`src/rtl/servo_slew_and_tail_wag_assert.svh`:
```
// assertion macros shared by the servo block
`ifndef SERVO_SLEW_AND_TAIL_WAG_ASSERT_SVH
`define SERVO_SLEW_AND_TAIL_WAG_ASSERT_SVH

// property must hold at every clock edge outside reset
`define SSW_ASSERT(label, clk, rstn, prop, msg) \
  label: assert property (@(posedge clk) disable iff (!rstn) prop) else $error(msg);

// condition must never be true outside reset
`define SSW_NEVER(label, clk, rstn, cond, msg) \
  label: assert property (@(posedge clk) disable iff (!rstn) !(cond)) else $error(msg);

`endif

```
`src/rtl/ssw_pkg.sv`:
```
package ssw_pkg;

  localparam int CHANNELS = 5;
  localparam int CH_W     = (CHANNELS > 1) ? $clog2(CHANNELS) : 1;
  localparam int TAIL_CH  = CHANNELS - 1;
  localparam int MIRROR_A = 2;
  localparam int MIRROR_B = 3;

  localparam int QDEPTH = 2;
  localparam int QPTR_W = (QDEPTH > 1) ? $clog2(QDEPTH) : 1;
  localparam int QCNT_W = $clog2(QDEPTH + 1);

  localparam logic [7:0] ANGLE_MAX = 8'd180;

  localparam logic [1:0] CMD_TICK = 2'd0;
  localparam logic [1:0] CMD_SET  = 2'd1;
  localparam logic [1:0] CMD_TAIL = 2'd2;

  localparam logic [2:0] CFG_TAIL_HIGH = 3'd0;
  localparam logic [2:0] CFG_TAIL_LOW  = 3'd1;
  localparam logic [2:0] CFG_SPEED_MIN = 3'd2;
  localparam logic [2:0] CFG_SPEED_MAX = 3'd3;
  localparam logic [2:0] CFG_WAG_COUNT = 3'd4;

  typedef enum logic [1:0] {
    OP_TICK,
    OP_SET,
    OP_TAIL
  } op_e;

  typedef struct packed {
    logic [7:0] tail_high;
    logic [7:0] tail_low;
    logic [7:0] speed_min;
    logic [7:0] speed_max;
    logic [6:0] wag_count;
  } cfg_t;

  typedef struct packed {
    op_e             op;
    logic [CH_W-1:0] ch;
    logic [7:0]      tgt;
    logic [7:0]      step;
  } entry_t;

  typedef struct packed {
    logic full;
    logic empty;
  } qstat_t;

  function automatic logic [7:0] reset_cur(int i);
    if (i == TAIL_CH) return 8'd0;
    if (i == 1 || i == 2) return 8'd155;
    return 8'd90;
  endfunction

  function automatic logic [7:0] reset_tgt(int i);
    if (i == TAIL_CH) return 8'd90;
    if (i == 1 || i == 2) return 8'd155;
    return 8'd90;
  endfunction

  function automatic logic [7:0] reset_step(int i);
    if (i == TAIL_CH) return 8'd0;
    return 8'd1;
  endfunction

  function automatic logic is_mirror(logic [CH_W-1:0] i);
    int n;
    n = int'(i);
    return (n == MIRROR_A || n == MIRROR_B) && (n != TAIL_CH);
  endfunction

endpackage

```
`src/rtl/servo_slew_and_tail_wag.sv`:
```
// channel  direction  handshake                 payload
// in       input      in_valid_i / in_stall_o   cmd_i channel_i position_i speed_i
// out      output     out_valid_o / out_stall_i out_channel_o angle_o last_o
// cfg      input      cfg_we_i                  cfg_idx_i cfg_wdata_i
//
// set and tail words are handled in the idle state; a tick first updates the tail swing,
// then steps one channel per cycle, unless the output stalls, through a single shared
// step unit and the output register
// a two-word queue lets the input keep accepting while a tick runs
// reset puts every channel and config register at its start value at once
// an output stall holds the step unit, the input stalls only when the queue is full
module servo_slew_and_tail_wag (
  input  logic               clk_i,
  input  logic               rst_ni,
  input  logic               in_valid_i,
  output logic               in_stall_o,
  input  logic [1:0]         cmd_i,
  input  logic [2:0]         channel_i,
  input  logic signed [15:0] position_i,
  input  logic [7:0]         speed_i,
  output logic               out_valid_o,
  input  logic               out_stall_i,
  output logic [2:0]         out_channel_o,
  output logic [7:0]         angle_o,
  output logic               last_o,
  input  logic               cfg_we_i,
  input  logic [2:0]         cfg_idx_i,
  input  logic [7:0]         cfg_wdata_i
);
  import ssw_pkg::*;

  cfg_t   cfg_q;
  qstat_t qstat;
  entry_t push_entry, head_entry;
  logic   push, pop;

  always_ff @(posedge clk_i or negedge rst_ni) begin
    if (!rst_ni) begin
      cfg_q.tail_high <= 8'd120;
      cfg_q.tail_low  <= 8'd60;
      cfg_q.speed_min <= 8'd1;
      cfg_q.speed_max <= 8'd10;
      cfg_q.wag_count <= 7'd3;
    end else if (cfg_we_i) begin
      unique case (cfg_idx_i)
        CFG_TAIL_HIGH: cfg_q.tail_high <= cfg_wdata_i;
        CFG_TAIL_LOW:  cfg_q.tail_low  <= cfg_wdata_i;
        CFG_SPEED_MIN: cfg_q.speed_min <= cfg_wdata_i;
        CFG_SPEED_MAX: cfg_q.speed_max <= cfg_wdata_i;
        CFG_WAG_COUNT: cfg_q.wag_count <= cfg_wdata_i[6:0];
        default: begin
        end
      endcase
    end
  end

  ssw_front u_front (
    .in_valid_i (in_valid_i),
    .cmd_i      (cmd_i),
    .channel_i  (channel_i),
    .position_i (position_i),
    .speed_i    (speed_i),
    .cfg_i      (cfg_q),
    .qstat_i    (qstat),
    .in_stall_o (in_stall_o),
    .push_o     (push),
    .entry_o    (push_entry)
  );

  ssw_queue u_queue (
    .clk_i   (clk_i),
    .rst_ni  (rst_ni),
    .push_i  (push),
    .entry_i (push_entry),
    .pop_i   (pop),
    .entry_o (head_entry),
    .qstat_o (qstat)
  );

  ssw_back u_back (
    .clk_i         (clk_i),
    .rst_ni        (rst_ni),
    .cfg_i         (cfg_q),
    .qstat_i       (qstat),
    .entry_i       (head_entry),
    .pop_o         (pop),
    .out_stall_i   (out_stall_i),
    .out_valid_o   (out_valid_o),
    .out_channel_o (out_channel_o),
    .angle_o       (angle_o),
    .last_o        (last_o)
  );

endmodule

```
`src/rtl/ssw_front.sv`:
```
module ssw_front (
  input  logic                 in_valid_i,
  input  logic [1:0]           cmd_i,
  input  logic [2:0]           channel_i,
  input  logic signed [15:0]   position_i,
  input  logic [7:0]           speed_i,
  input  ssw_pkg::cfg_t        cfg_i,
  input  ssw_pkg::qstat_t      qstat_i,
  output logic                 in_stall_o,
  output logic                 push_o,
  output ssw_pkg::entry_t      entry_o
);
  import ssw_pkg::*;

  logic       keep;
  logic [7:0] tgt_clamp;
  logic [7:0] step_clamp;

  always_comb begin
    if (position_i < 16'sd0) begin
      tgt_clamp = 8'd0;
    end else if (position_i > 16'sd180) begin
      tgt_clamp = ANGLE_MAX;
    end else begin
      tgt_clamp = position_i[7:0];
    end

    priority if (speed_i < cfg_i.speed_min) begin
      step_clamp = cfg_i.speed_min;
    end else if (speed_i > cfg_i.speed_max) begin
      step_clamp = cfg_i.speed_max;
    end else begin
      step_clamp = speed_i;
    end

    entry_o.ch   = CH_W'(channel_i);
    entry_o.tgt  = tgt_clamp;
    entry_o.step = step_clamp;
    keep         = 1'b0;
    entry_o.op   = OP_TICK;
    unique case (cmd_i)
      CMD_TICK: begin
        keep = 1'b1;
      end
      CMD_SET: begin
        entry_o.op = OP_SET;
        keep       = (int'(channel_i) < CHANNELS);
      end
      CMD_TAIL: begin
        entry_o.op   = OP_TAIL;
        entry_o.step = (speed_i > ANGLE_MAX) ? ANGLE_MAX : speed_i;
        keep         = 1'b1;
      end
      default: begin
        keep = 1'b0;
      end
    endcase
  end

  // unused codes and bad channels are taken and dropped
  assign in_stall_o = qstat_i.full;
  assign push_o     = in_valid_i && !qstat_i.full && keep;

endmodule

```
`src/rtl/ssw_queue.sv`:
```
module ssw_queue (
  input  logic             clk_i,
  input  logic             rst_ni,
  input  logic             push_i,
  input  ssw_pkg::entry_t  entry_i,
  input  logic             pop_i,
  output ssw_pkg::entry_t  entry_o,
  output ssw_pkg::qstat_t  qstat_o
);
  import ssw_pkg::*;

  entry_t            mem_q [QDEPTH];
  logic [QPTR_W-1:0] wr_q, wr_d;
  logic [QPTR_W-1:0] rd_q, rd_d;
  logic [QCNT_W-1:0] cnt_q, cnt_d;

  always_comb begin
    wr_d  = wr_q;
    rd_d  = rd_q;
    cnt_d = cnt_q;
    if (push_i) begin
      wr_d = (wr_q == QPTR_W'(QDEPTH - 1)) ? '0 : wr_q + 1'b1;
    end
    if (pop_i) begin
      rd_d = (rd_q == QPTR_W'(QDEPTH - 1)) ? '0 : rd_q + 1'b1;
    end
    if (push_i && !pop_i) begin
      cnt_d = cnt_q + 1'b1;
    end else if (pop_i && !push_i) begin
      cnt_d = cnt_q - 1'b1;
    end
  end

  always_ff @(posedge clk_i or negedge rst_ni) begin
    if (!rst_ni) begin
      wr_q  <= '0;
      rd_q  <= '0;
      cnt_q <= '0;
    end else begin
      wr_q  <= wr_d;
      rd_q  <= rd_d;
      cnt_q <= cnt_d;
    end
  end

  always_ff @(posedge clk_i) begin
    if (push_i) begin
      mem_q[wr_q] <= entry_i;
    end
  end

  assign entry_o       = mem_q[rd_q];
  assign qstat_o.full  = (cnt_q == QCNT_W'(QDEPTH));
  assign qstat_o.empty = (cnt_q == '0);

  `include "servo_slew_and_tail_wag_assert.svh"

  `SSW_NEVER(a_push_full, clk_i, rst_ni, push_i && qstat_o.full, "push into full queue")
  `SSW_NEVER(a_pop_empty, clk_i, rst_ni, pop_i && qstat_o.empty, "pop from empty queue")
  `SSW_ASSERT(a_cnt_up, clk_i, rst_ni, push_i && !pop_i |=> cnt_q == $past(cnt_q) + 1'b1, "count lost a push")

endmodule

```
`src/rtl/ssw_back.sv`:
```
module ssw_back (
  input  logic             clk_i,
  input  logic             rst_ni,
  input  ssw_pkg::cfg_t    cfg_i,
  input  ssw_pkg::qstat_t  qstat_i,
  input  ssw_pkg::entry_t  entry_i,
  output logic             pop_o,
  input  logic             out_stall_i,
  output logic             out_valid_o,
  output logic [2:0]       out_channel_o,
  output logic [7:0]       angle_o,
  output logic             last_o
);
  import ssw_pkg::*;

  typedef enum logic {
    S_IDLE,
    S_RUN
  } state_e;

  localparam logic [CH_W-1:0] TAIL_IDX = CH_W'(TAIL_CH);

  state_e          state_q;
  logic [CH_W-1:0] idx_q;
  logic [7:0]      cur_q  [CHANNELS];
  logic [7:0]      tgt_q  [CHANNELS];
  logic [7:0]      step_q [CHANNELS];
  logic            rev_q;
  logic [7:0]      hcnt_q;
  logic            out_valid_q;
  logic [2:0]      out_ch_q;
  logic [7:0]      angle_q;
  logic            last_q;

  logic       load;
  logic [7:0] c, t, s, nxt, ang;
  logic [7:0] tail_cur, wag_limit, wag_tgt, wag_cnt;
  logic       wag_stop, wag_rev;

  // one channel step per cycle while the output is not stalled
  always_comb begin
    c = cur_q[idx_q];
    t = tgt_q[idx_q];
    s = step_q[idx_q];
    if (c < t) begin
      nxt = (s >= t - c) ? t : c + s;
    end else if (c > t) begin
      nxt = (s >= c - t) ? t : c - s;
    end else begin
      nxt = c;
    end
    ang = is_mirror(idx_q) ? ANGLE_MAX - nxt : nxt;
  end

  // tail swing update at the start of a tick
  always_comb begin
    tail_cur  = cur_q[TAIL_IDX];
    wag_limit = {cfg_i.wag_count, 1'b0};
    wag_stop  = (hcnt_q >= wag_limit);
    wag_tgt   = tgt_q[TAIL_IDX];
    wag_rev   = rev_q;
    wag_cnt   = hcnt_q;
    if (!wag_rev && tail_cur < cfg_i.tail_high) begin
      wag_tgt = cfg_i.tail_high;
    end
    if (!wag_rev && tail_cur >= cfg_i.tail_high) begin
      wag_rev = 1'b1;
      wag_cnt = wag_cnt + 1'b1;
    end
    if (wag_rev && tail_cur > cfg_i.tail_low) begin
      wag_tgt = cfg_i.tail_low;
    end
    if (wag_rev && tail_cur <= cfg_i.tail_low) begin
      wag_rev = 1'b0;
      wag_cnt = wag_cnt + 1'b1;
    end
  end

  assign pop_o = (state_q == S_IDLE) && !qstat_i.empty;
  assign load  = (state_q == S_RUN) && (!out_valid_q || !out_stall_i);

  always_ff @(posedge clk_i or negedge rst_ni) begin
    if (!rst_ni) begin
      state_q     <= S_IDLE;
      idx_q       <= '0;
      rev_q       <= 1'b0;
      hcnt_q      <= '0;
      out_valid_q <= 1'b0;
      out_ch_q    <= '0;
      angle_q     <= '0;
      last_q      <= 1'b0;
      for (int i = 0; i < CHANNELS; i++) begin
        cur_q[i]  <= reset_cur(i);
        tgt_q[i]  <= reset_tgt(i);
        step_q[i] <= reset_step(i);
      end
    end else begin
      if (load) begin
        out_valid_q <= 1'b1;
        out_ch_q    <= 3'(idx_q);
        angle_q     <= ang;
        last_q      <= (idx_q == TAIL_IDX);
      end else if (!out_stall_i) begin
        out_valid_q <= 1'b0;
      end

      unique case (state_q)
        S_IDLE: begin
          if (pop_o) begin
            unique case (entry_i.op)
              OP_SET: begin
                tgt_q[entry_i.ch]  <= entry_i.tgt;
                step_q[entry_i.ch] <= entry_i.step;
              end
              OP_TAIL: begin
                step_q[TAIL_IDX] <= entry_i.step;
              end
              OP_TICK: begin
                if (step_q[TAIL_IDX] != '0) begin
                  if (wag_stop) begin
                    step_q[TAIL_IDX] <= '0;
                    hcnt_q           <= '0;
                  end else begin
                    tgt_q[TAIL_IDX] <= wag_tgt;
                    rev_q           <= wag_rev;
                    hcnt_q          <= wag_cnt;
                  end
                end
                idx_q   <= '0;
                state_q <= S_RUN;
              end
              default: begin
              end
            endcase
          end
        end
        S_RUN: begin
          if (load) begin
            cur_q[idx_q] <= nxt;
            if (idx_q == TAIL_IDX) begin
              state_q <= S_IDLE;
            end else begin
              idx_q <= idx_q + 1'b1;
            end
          end
        end
        default: begin
          state_q <= S_IDLE;
        end
      endcase
    end
  end

  assign out_valid_o   = out_valid_q;
  assign out_channel_o = out_ch_q;
  assign angle_o       = angle_q;
  assign last_o        = last_q;

  `include "servo_slew_and_tail_wag_assert.svh"

  `SSW_ASSERT(a_last_tail, clk_i, rst_ni, out_valid_q && last_q |-> out_ch_q == 3'(TAIL_CH), "last word not on tail channel")
  `SSW_NEVER(a_no_pop_run, clk_i, rst_ni, state_q == S_RUN && pop_o, "queue popped during tick")
  `SSW_ASSERT(a_run_ends, clk_i, rst_ni, load && idx_q == TAIL_IDX |=> state_q == S_IDLE, "tick did not end after tail")

endmodule
```
`config.mk`:
```
export PLATFORM = sky130hd
export DESIGN_NAME = servo_slew_and_tail_wag
export DESIGN_NICKNAME = d
export VERILOG_FILES = /design/src/rtl/ssw_pkg.sv /design/src/rtl/servo_slew_and_tail_wag.sv /design/src/rtl/ssw_front.sv /design/src/rtl/ssw_queue.sv /design/src/rtl/ssw_back.sv
export VERILOG_INCLUDE_DIRS = /design/src /design/src/rtl
export SDC_FILE = /design/constraint.sdc
export NUM_CORES = 1
export LEC_CHECK = 0
export BUFFER_PORTS_ARGS = -buffer_cell sky130_fd_sc_hd__buf_2
export CAP_MARGIN = 20
export CELL_PAD_IN_SITES_DETAIL_PLACEMENT = 1
export CELL_PAD_IN_SITES_GLOBAL_PLACEMENT = 1
export CORE_ASPECT_RATIO = 0.7
export CORE_MARGIN = 2
export CORE_UTILIZATION = 25
export DETAILED_ROUTE_END_ITERATION = 10
export PLACE_DENSITY_LB_ADDON = 0.1
export SLEW_MARGIN = 20
export SYNTH_ARGS = -nofsm -noshare
export SYNTH_HDL_FRONTEND = slang
export SYNTH_HIERARCHICAL = 1
export SYNTH_SLANG_ARGS = --single-unit
export TNS_END_PERCENT = 20
```
`constraint.sdc`:
```
create_clock -name clk_i -period 7.3 [get_ports clk_i]
set_input_delay 0.365 -clock clk_i [delete_from_list [all_inputs] [get_ports clk_i]]
set_output_delay 0.365 -clock clk_i [all_outputs]
set_load 0.03 [all_outputs]
```
; Word-level counts from Yosys, hierarchy flattened
; Memories as Yosys holds them, arrays and structs flattened.
; Index checks and enable logic that the tools add are counted.
[classes]
add_sub_neg = 12
order_cmp = 19
n_eq_ne = 22
muxes = 60
bitwise = 4
n_reduce_logical = 43
[op_table]
columns = op, count
row1 = 8-bit 2-to-1 mux, 28
row2 = 40-bit bitwise mux, 3
row3 = 8-bit binary-select mux with 3-bit select, 3
row4 = 8-bit demux with 3-bit select, 2
row5 = 8-bit greater-or-equal comparator, 4
row6 = 8-bit greater-than comparator, 3
row7 = 8-bit < comparator, 3
row8 = 8-bit one-hot mux with 3 select lines, 1
row9 = 8-bit subtractor, 3
row10 = 8-bit by 1-bit adder with 8-bit output (second input constant), 2
row11 = 16-bit by 9-bit greater-than comparator with 1-bit output (second input constant), 1
row12 = 16-bit by 1-bit < comparator with 1-bit output (second input constant), 1
row13 = 8-bit one-hot mux with 2 select lines, 1
row14 = 1-bit logical AND, 13
row15 = 3-bit == test (second input constant), 4
row16 = 1-bit 2-to-1 mux, 12
row17 = 3-bit 2-to-1 mux, 4
row18 = 2-bit AND reduction, 6
row19 = 2-bit inequality test (second input constant), 5
row20 = 5-bit AND reduction, 2
row21 = 8-bit adder, 1
row22 = 4-bit greater-or-equal comparator (second input constant), 2
row23 = 8-bit greater-than comparator (second input constant), 1
row24 = 8-bit <= comparator, 1
row25 = 31 further kinds, 54
[word_totals]
register_bits = 189
ram_bits = 42
input_bits = 45
out_inout_bits = 14
mem_count = 1
[mem_list]
columns = memory, words, width, rd, rd_ports_with_merged_regs, write_ports, line_no
row1 = u_queue.mem_q, 2, 21, 1, 0, 1, ssw_queue.sv:12  ; entry_t mem_q [QDEPTH];

; Logic depth before layout (Yosys ltp)
; Gate-level depths: netlist of run 1.
[logic_depth]
ltp_word = 11
ltp_mapped = 30
depth_no_buf = 26

; Modules after synthesis
; The synthesis of run 1 kept the hierarchy.
[by_module_without_submodules]
columns = module, n_inst, cells_per_inst, area_per_inst_um2, seq_area_each_um2
row1 = ssw_back, 1, 1014, 9915.8, 3708.6
row2 = ssw_queue, 1, 81, 1706.6, 1361.3
row3 = servo_slew_and_tail_wag, 1, 86, 1508.9, 992.2
row4 = ssw_front, 1, 127, 847.1, 0.0

; Worst setup path before layout of run 1
; No wires, ideal clock.
[synth_path]
kind = register to register
from = reg u_back.idx_q[0]
to = reg u_back.angle_q[6], in the netlist u_back/angle_o[6]
setup_ns = 0.083
arrival_ns = 5.098
setup_slack_ns = 2.119
stages_incl_launch_ff = 29
path_buffers = 4
period_less_slack_ns = 5.181
cell_sequence = dfrtp_1 -> buf_6 -> buf_4 -> mux2i_1 -> o2bb2ai_1 -> o21ai_0 -> ha_1 -> nor2b_1 -> o21ai_0 -> a21oi_1 -> o21ai_0 -> nand2b_1 -> a21o_1 -> a21oi_1 -> xor2_1 -> ha_1 -> and4_1 -> nand2_1 -> o211ai_1 -> buf_2 -> mux2i_1 -> nor2_1 -> or2_2 -> clkbuf_1 -> ha_1 -> nor2_1 -> o211ai_1 -> xor2_1 -> o21ai_0
[synth_via]
elab_chain_cells = 11
word_cells_on_any_way = 29
[synth_lines]
columns = item, line_no
row1 = "start, declared", ssw_back.sv:24  ; logic [CH_W-1:0] idx_q;
row2 = "start signal, assigned", ssw_back.sv:143  ; idx_q <= idx_q + 1'b1;
row3 = 3-bit inverter with 4-bit output (implied by the code), "ssw_back.sv:42, ssw_back.sv:43, ssw_back.sv:44"
row4 = 8-bit binary-select mux with 3-bit select (on tied branches), "ssw_back.sv:42, ssw_back.sv:43"
row5 = 8-bit 2-to-1 mux (on tied branches) (2 in series), "ssw_back.sv:42, ssw_back.sv:43"
row6 = 8-bit subtractor, ssw_back.sv:48  ; nxt = (s >= c - t) ? t : c - s;
row7 = 8-bit greater-or-equal comparator, ssw_back.sv:48
row8 = 8-bit 2-to-1 mux, ssw_back.sv:48
row9 = 8-bit 2-to-1 mux, ssw_back.sv:47  ; end else if (c > t) begin
row10 = 8-bit 2-to-1 mux, ssw_back.sv:45  ; if (c < t) begin
row11 = 8-bit subtractor, ssw_back.sv:52  ; ang = is_mirror(idx_q) ? ANGLE_MAX - nxt : nxt;
row12 = 8-bit 2-to-1 mux (*), ssw_back.sv:52
row13 = "end signal, assigned", ssw_back.sv:101  ; angle_q <= ang;
row14 = "end, declared", ssw_back.sv:32  ; logic [7:0] angle_q;
; Mark *: on every way between the ends. The rest lies on a longest branch, timed or not. The select of a mux whose other input is x is not followed.
; A chain may end at the register's enable or synchronous reset.

; Final worst setup path of run 1
; Ends and elaborated chain as after synthesis.

==> results.py, run 1 <==
metrics = {
    "setup_path": {
        "r2r_cells": 24,
        "r2r_setup_slack_ps": 900,
        "r2r_start": "u_back/idx_q[0]",
        "crit_type": "reg2reg",
        "crit_required_ps": 7720,
        "path_buf_inv": 1,
        "end_kind": "flip-flop",
        "cp_cell_sequence": "nor2b_4 -> o2bb2ai_1 -> o21ai_0 -> inv_1 -> ha_1 -> o21ai_0 -> a21oi_1 -> o21ai_0 -> nand2b_1 -> a21o_1 -> a21oi_1 -> xor2_1 -> ha_1 -> a21oi_1 -> o21ai_0 -> a31oi_2 -> a211oi_1 -> o31ai_1 -> and2_1 -> ha_1 -> nor2_1 -> o211ai_1 -> xor2_1 -> o21ai_0",
        "slowest_delay_ps": 860,
        "crit_path_start_kind": "flip-flop",
        "arrival_ps": 6820,
        "crit_top_cell": "o21ai_0",
        "critPathTopFamily": "compound AO/OA/AOI/OAI gates",
        "crit_slowest_cell": "dfrtp_2",
        "cp_max_fo": 27,
        "r2r_end": "u_back/angle_o[6]",
    },
    "die": {
        "coreArea_um2": 55220,
        "die_w_um": 286.6,
        "start_util_pct": 25.31,
        "die_y_um": 201.8,
        "ios": 59,
        "std_cell_rows": 72,
        "dieArea_um2": 57850,
    },
    "logic_synthesis": {
        "synth_compound_area_share_pct": 13.37,
        "postSynth.asyncResetShare_pct": 81.82,
        "synth-adder-area-share_pct": 8.629,
        "yosysTopAreaCell": "dfrtp_1",
        "syn_inst": 1308,
        "ys_types": 89,
        "syn-num-nets": 1447,
        "synth-simple-area-share_pct": 10.40,
        "synth_seq_cells": 231,
        "ys_seq_area_share_pct": 43.37,
        "synthMuxAreaShare_pct": 16.99,
        "synth_area_um2": 13980,
        "synth_edf_count": 42,
        "synthXorXnorAreaFrac_pct": 2.247,
        "yosysWarnings": 6,
        "synth_flop_cell": "dfrtp_1",
        "ys_top_cells_by_area": "dfrtp_1 24%, mux2_2 13%, dfstp_2 11%",
        "synth.avg_cell_area_um2": 10.69,
        "synth_top_cell_area_share_pct": 23.63,
        "synth_top_family_by_area": "multiplexers",
    },
    "global_route": {
        "grt_first_pass_wirelength_um": 68580,
        "antenna_found_initial": 0,
        "grt_pass1_vias": 10703,
        "grt_max_degree": 90,
        "grt.overflow.total": 0,
        "grt_use_total_pct": 15.48,
    },
    "worst_hold_path": {
        "hold_class": "in2reg",
        "hold_depth": 1,
        "hold_start": "channel_i[1]",
        "holdPathEnd": "u_queue/mem_q[0][17]",
    },
    "drt": {
        "vias": 10043,
        "postRouteAntennaNets": 0,
        "wl_per_cell_um": 20.86,
        "dr.pass1.iters": 5,
        "drcViolationCount": 0,
        "first_iter_violations": 547,
        "drt-total-wl_um": 44290,
        "viasPerCell": 4.731,
    },
    "sta": {
        "setup_violations": 0,
        "worst_slack_ps": 896.2,
        "tightest_slew_ps": 1108,
        "fin_crit_sh_pct": 87.72,
        "finalSetupTns_ps": 0,
        "hold_viol": 0,
        "relSlewSlack_pct": 25.99,
        "fmax_mhz": 156.2,
        "fin_crit_ps": 6404,
        "rsz0062_at_grt": "false",
        "slew_violations": 0,
        "skew_ps": 39.91,
    },
    "cts": {
        "clock_sinks": 231,
        "cts_buffers": 28,
        "cts.clk_slew.worst_paths_ps": 60,
        "cts_root_buf": "clkbuf_16",
        "cts_setup_buffers": 0,
        "clk_latency_ps": 580,
        "cts_max_path_buffers": 3,
        "cts_tree": "yes",
        "htree_levels": 1,
    },
    "flow_run": {
        "cap_violations": 0,
    },
    "cells_and_area": {
        "finalNonFillerCells": 2123,
        "fillCellCount": 6194,
        "final_common_cell": "mux2_2",
        "finalNetCount": 1500,
        "antennaDiodeCount": 0,
        "area_delta_synth_final_pct": 14.65,
        "utilization_pct": 29.02,
        "final_cell_mix": "157 x mux2_2, 131 x dfrtp_1, 95 x inv_1, 95 x nand2_1",
        "seq_area_um2": 6063,
        "drive_gt1_share_pct": 27.04,
        "multi_input_area_um2": 7222,
    },
    "outcome": {
        "status": "completed",
    },
    "placed_design": {
        "routabilityCongestion": 0.8071,
        "dp_cells": 2070,
        "io_buffers": 58,
        "hpwl_um": 33030,
        "pre_cts_ws_ps": 1036,
    },
}
## through the flow
step                      hold slack, ps  instance area (um2)
final                              32.01                16030
after floorplan                    69.41                13980
after detailed placement           471.2                15060
after global placement             460.4                15060
after CTS                          11.01                16030
after global routing               19.44                16030
## per-layer routing
layer  global-route usage, %  wire length (um)
met5                       0                 0
met4                   1.963               520
met3                   2.212              1268
met2                   22.55             18180
met1                   24.47             24320
## what timing repair did
action,CTS,global route
hold buffers,1,0
gates resized for setup,0,0
hold endpoints to repair,55,0
## final cells by class
type,count,share of cell area [%]
Clock inverter,11,0.8666
Tap cell,740,5.777
Inverter,98,2.295
Multi-Input combinational cell,919,45.06
Clock buffer,41,5.114
Sequential cell,231,37.83
Timing Repair Buffer,83,3.053
## worst reg2reg max path: stages, from the launching register on
cell       delay, ps
dfrtp_2          860
nor2b_4          200
o2bb2ai_1        180
o21ai_0          630
inv_1            410
ha_1             310
o21ai_0          260
a21oi_1          130
o21ai_0          160
nand2b_1         110
a21o_1           180
a21oi_1          160
xor2_1           170
ha_1             260
a21oi_1          140
o21ai_0          150
a31oi_2          400
a211oi_1         140
o31ai_1          340
and2_1           310
ha_1             210
nor2_1            60
o211ai_1         220
xor2_1           150
o21ai_0          100
## Yosys cell counts, drive strengths merged, types with 13 or more instances
cell type    n
mux2       160
dfrtp      132
o21ai      103
inv         96
nand2       96
ha          90
nor2        63
a21oi       61
dfstp       57
mux2i       55
edfxtp      42
buf         37
clkbuf      23
nand3       22
nor3        20
xor2        20
nand2b      18
xnor2       15
o22ai       14
nor2b       13
o211ai      13
## flip-flops by register name (all words and copies together), names as in the netlist
register / flops
cfg_q: 39
u_back/angle_o: 8
u_back/cur_q: 32
u_back/hcnt_q: 8
u_back/idx_q: 3
u_back/last_o: 1
u_back/out_channel_o: 3
u_back/out_valid_o: 1
u_back/rev_q: 1
u_back/state_q: 1
u_back/step_q: 40
u_back/tail_cur: 8
u_back/tgt_q: 40
u_queue/cnt_q: 2
u_queue/mem_q: 42
u_queue/rd_q: 1
u_queue/wr_q: 1
## cell families (layout without fill, tap and decap cells)
group | count (synthesis) | in the layout
AO/OA/AOI/OAI | 286 | 286
buffers and inverters | 158 | 233
XOR/XNOR | 35 | 35
multiplexers | 216 | 216
adder cells (fa/ha/maj) | 94 | 94
flip-flops | 231 | 231
AND/OR/NAND/NOR | 288 | 288
## worst max path at each step
| stage | cells past startpoint | slack, ps | start | endpoint |
|---|---|---|---|---|
| floorplan | 28 | 2120 | u_back/idx_q[0] | u_back/angle_o[6] |
| global placement | 24 | 1150 | u_back/idx_q[0] | u_back/angle_o[6] |
| detailed placement | 24 | 1040 | u_back/idx_q[0] | u_back/angle_o[6] |
| CTS | 24 | 1010 | u_back/idx_q[0] | u_back/angle_o[6] |
| global route | 24 | 300 | u_back/idx_q[0] | u_back/angle_o[6] |
| finish | 24 | 900 | u_back/idx_q[0] | u_back/angle_o[6] |
Power of run 1 is left out: the tool's default activity adds up to more than one toggle a clock period on the data nets, which glitch-free logic cannot reach.
==> run 2, diff against run 1 <==
CORE_ASPECT_RATIO = unset   (was 0.7)
==> results.py, run 2 (synthesis gave the netlist of run 1 again) <==
metrics = {
    "outcome": {
        "status": "completed",
    },
    "flow_run": {
        "cap_violations": 0,
    },
    "setup_path": {
        "r2r_cells": 26,
        "path_buf_inv": 2,
        "cp_max_fo": 17,
        "r2r_end": "u_back/angle_o[6]",
        "crit_top_cell": "o21ai_0",
        "slowest_delay_ps": 490,
        "r2r_start": "u_back/idx_q[0]",
        "critPathTopFamily": "compound AO/OA/AOI/OAI gates",
        "arrival_ps": 6460,
        "end_kind": "flip-flop",
        "r2r_setup_slack_ps": 1240,
        "crit_slowest_cell": "dfrtp_2",
        "crit_required_ps": 7700,
        "crit_type": "reg2reg",
        "crit_path_start_kind": "flip-flop",
    },
    "die": {
        "die_w_um": 240.5,
        "dieArea_um2": 57820,
        "start_util_pct": 25.32,
        "die_y_um": 240.5,
        "std_cell_rows": 86,
        "ios": 59,
        "coreArea_um2": 55200,
    },
    "global_route": {
        "grt_first_pass_wirelength_um": 67510,
        "antenna_found_initial": 0,
        "grt_pass1_vias": 10607,
        "grt.overflow.total": 0,
        "grt_max_degree": 92,
        "grt_use_total_pct": 15.41,
    },
    "worst_hold_path": {
        "hold_class": "in2reg",
        "holdPathEnd": "cfg_q[22]",
        "hold_depth": 2,
        "hold_start": "cfg_wdata_i[7]",
    },
    "cts": {
        "cts_buffers": 28,
        "clock_sinks": 231,
        "clk_latency_ps": 570,
        "cts.clk_slew.worst_paths_ps": 60,
        "htree_levels": 1,
        "cts_tree": "yes",
        "cts_max_path_buffers": 3,
        "cts_root_buf": "clkbuf_16",
    },
    "drt": {
        "first_iter_violations": 389,
        "postRouteAntennaNets": 0,
        "vias": 9971,
        "wl_per_cell_um": 20.47,
        "dr.pass1.iters": 6,
        "viasPerCell": 4.675,
        "drt-total-wl_um": 43650,
        "drcViolationCount": 0,
    },
    "sta": {
        "fin_crit_ps": 6057,
        "relSlewSlack_pct": 34.64,
        "fin_crit_sh_pct": 82.97,
        "fmax_mhz": 165.1,
        "tightest_slew_ps": 980.4,
        "setup_violations": 0,
        "rsz0062_at_grt": "false",
        "skew_ps": 18.96,
        "finalSetupTns_ps": 0,
        "slew_violations": 0,
        "hold_viol": 0,
    },
    "cells_and_area": {
        "largest_registers": "u_queue/mem_q: 42 flops, u_back/step_q: 40 flops, u_back/tgt_q: 40 flops",
        "finalNetCount": 1501,
        "area_delta_synth_final_pct": 14.52,
        "largest_reg_flops": 42,
        "final_cell_mix": "157 x mux2_2, 131 x dfrtp_1, 95 x inv_1, 95 x nand2_1",
        "largest-register": "u_queue/mem_q",
        "drive_gt1_share_pct": 26.73,
        "final_common_cell": "mux2_2",
    },
    "placed_design": {
        "io_buffers": 58,
        "hpwl_um": 32720,
        "routabilityCongestion": 0.7753,
    },
}
## run 2: changes by cell type in the layout (fill, tap and decap cells not counted), sizes merged, moves of 2 or more
cell         change
clkinv           +6
clkbuf           -4
clkinvlp         -3
dlygate4sd3      +3
buf              -2
## run 2: layout make-up
class	count	area, um2
Antenna cell	1	2.502
Multi-Input combinational cell	919	7224
Sequential cell	231	6063
Tap cell	748	935.9
Fill cell	6190	39190
Inverter	98	367.9
Clock buffer	37	764.5
Clock inverter	15	137.6
Timing Repair Buffer	84	511.7
## run 2: through the flow
step	cells	util, %	hold slack [ps]	cell area (um2)	setup WS [ps]
6_report	2133	29.00	104.7	16010	1243
5_1_grt	2132	28.99	90.50	16010	558.6
4_1_cts	2132	28.99	62.81	16000	1194
3_5_place_dp	2076	27.28	476.0	15060	1234
3_3_place_gp	2075	27.25	462.1	15040	1294
2_1_floorplan	1308	-	69.41	13980	2119
## run 2: what timing repair did
item / 4_1_cts / 5_1_grt
setup buffers: 0 / 0
endpoints found under the hold margin: 65 / 0
gates resized for setup: 0 / 0
hold buffers: 4 / 0
## run 2: how the worst max path moves through the flow
stage	start	endpoint	slack [ps]	cells past startpoint
finish	u_back/idx_q[0]	u_back/angle_o[6]	1240	26
CTS	u_back/idx_q[0]	u_back/angle_o[6]	1190	27
global placement	u_back/idx_q[0]	u_back/angle_o[6]	1290	26
detailed placement	u_back/idx_q[0]	u_back/angle_o[6]	1230	27
global route	u_back/idx_q[0]	u_back/angle_o[6]	560	26
floorplan	u_back/idx_q[0]	u_back/angle_o[6]	2120	28
## run 2: metal layers
| layer | up-vias | global-route usage (%) | share of wire (%) |
|---|---|---|---|
| met5 | - | 0 | 0 |
| met4 | 0 | 2.823 | 1.3 |
| met3 | 38 | 1.538 | 2.3 |
| met2 | 91 | 27.07 | 49 |
| met1 | 5047 | 20.59 | 47 |
| li1 | 4795 | - | - |
## run 2: worst register-to-register path: cells and delay by family (launching register included)
family / cells / cell delay (ps)
AOI/OAI and AO/OA: 14 / 2840
adders and majority gates: 3 / 830
and+or+nand+nor: 4 / 680
buffers and inverters: 2 / 500
DFF: 1 / 490
xor gates and xnor gates: 2 / 310
muxes: 1 / 240
Power of run 2 is left out for the same reason.
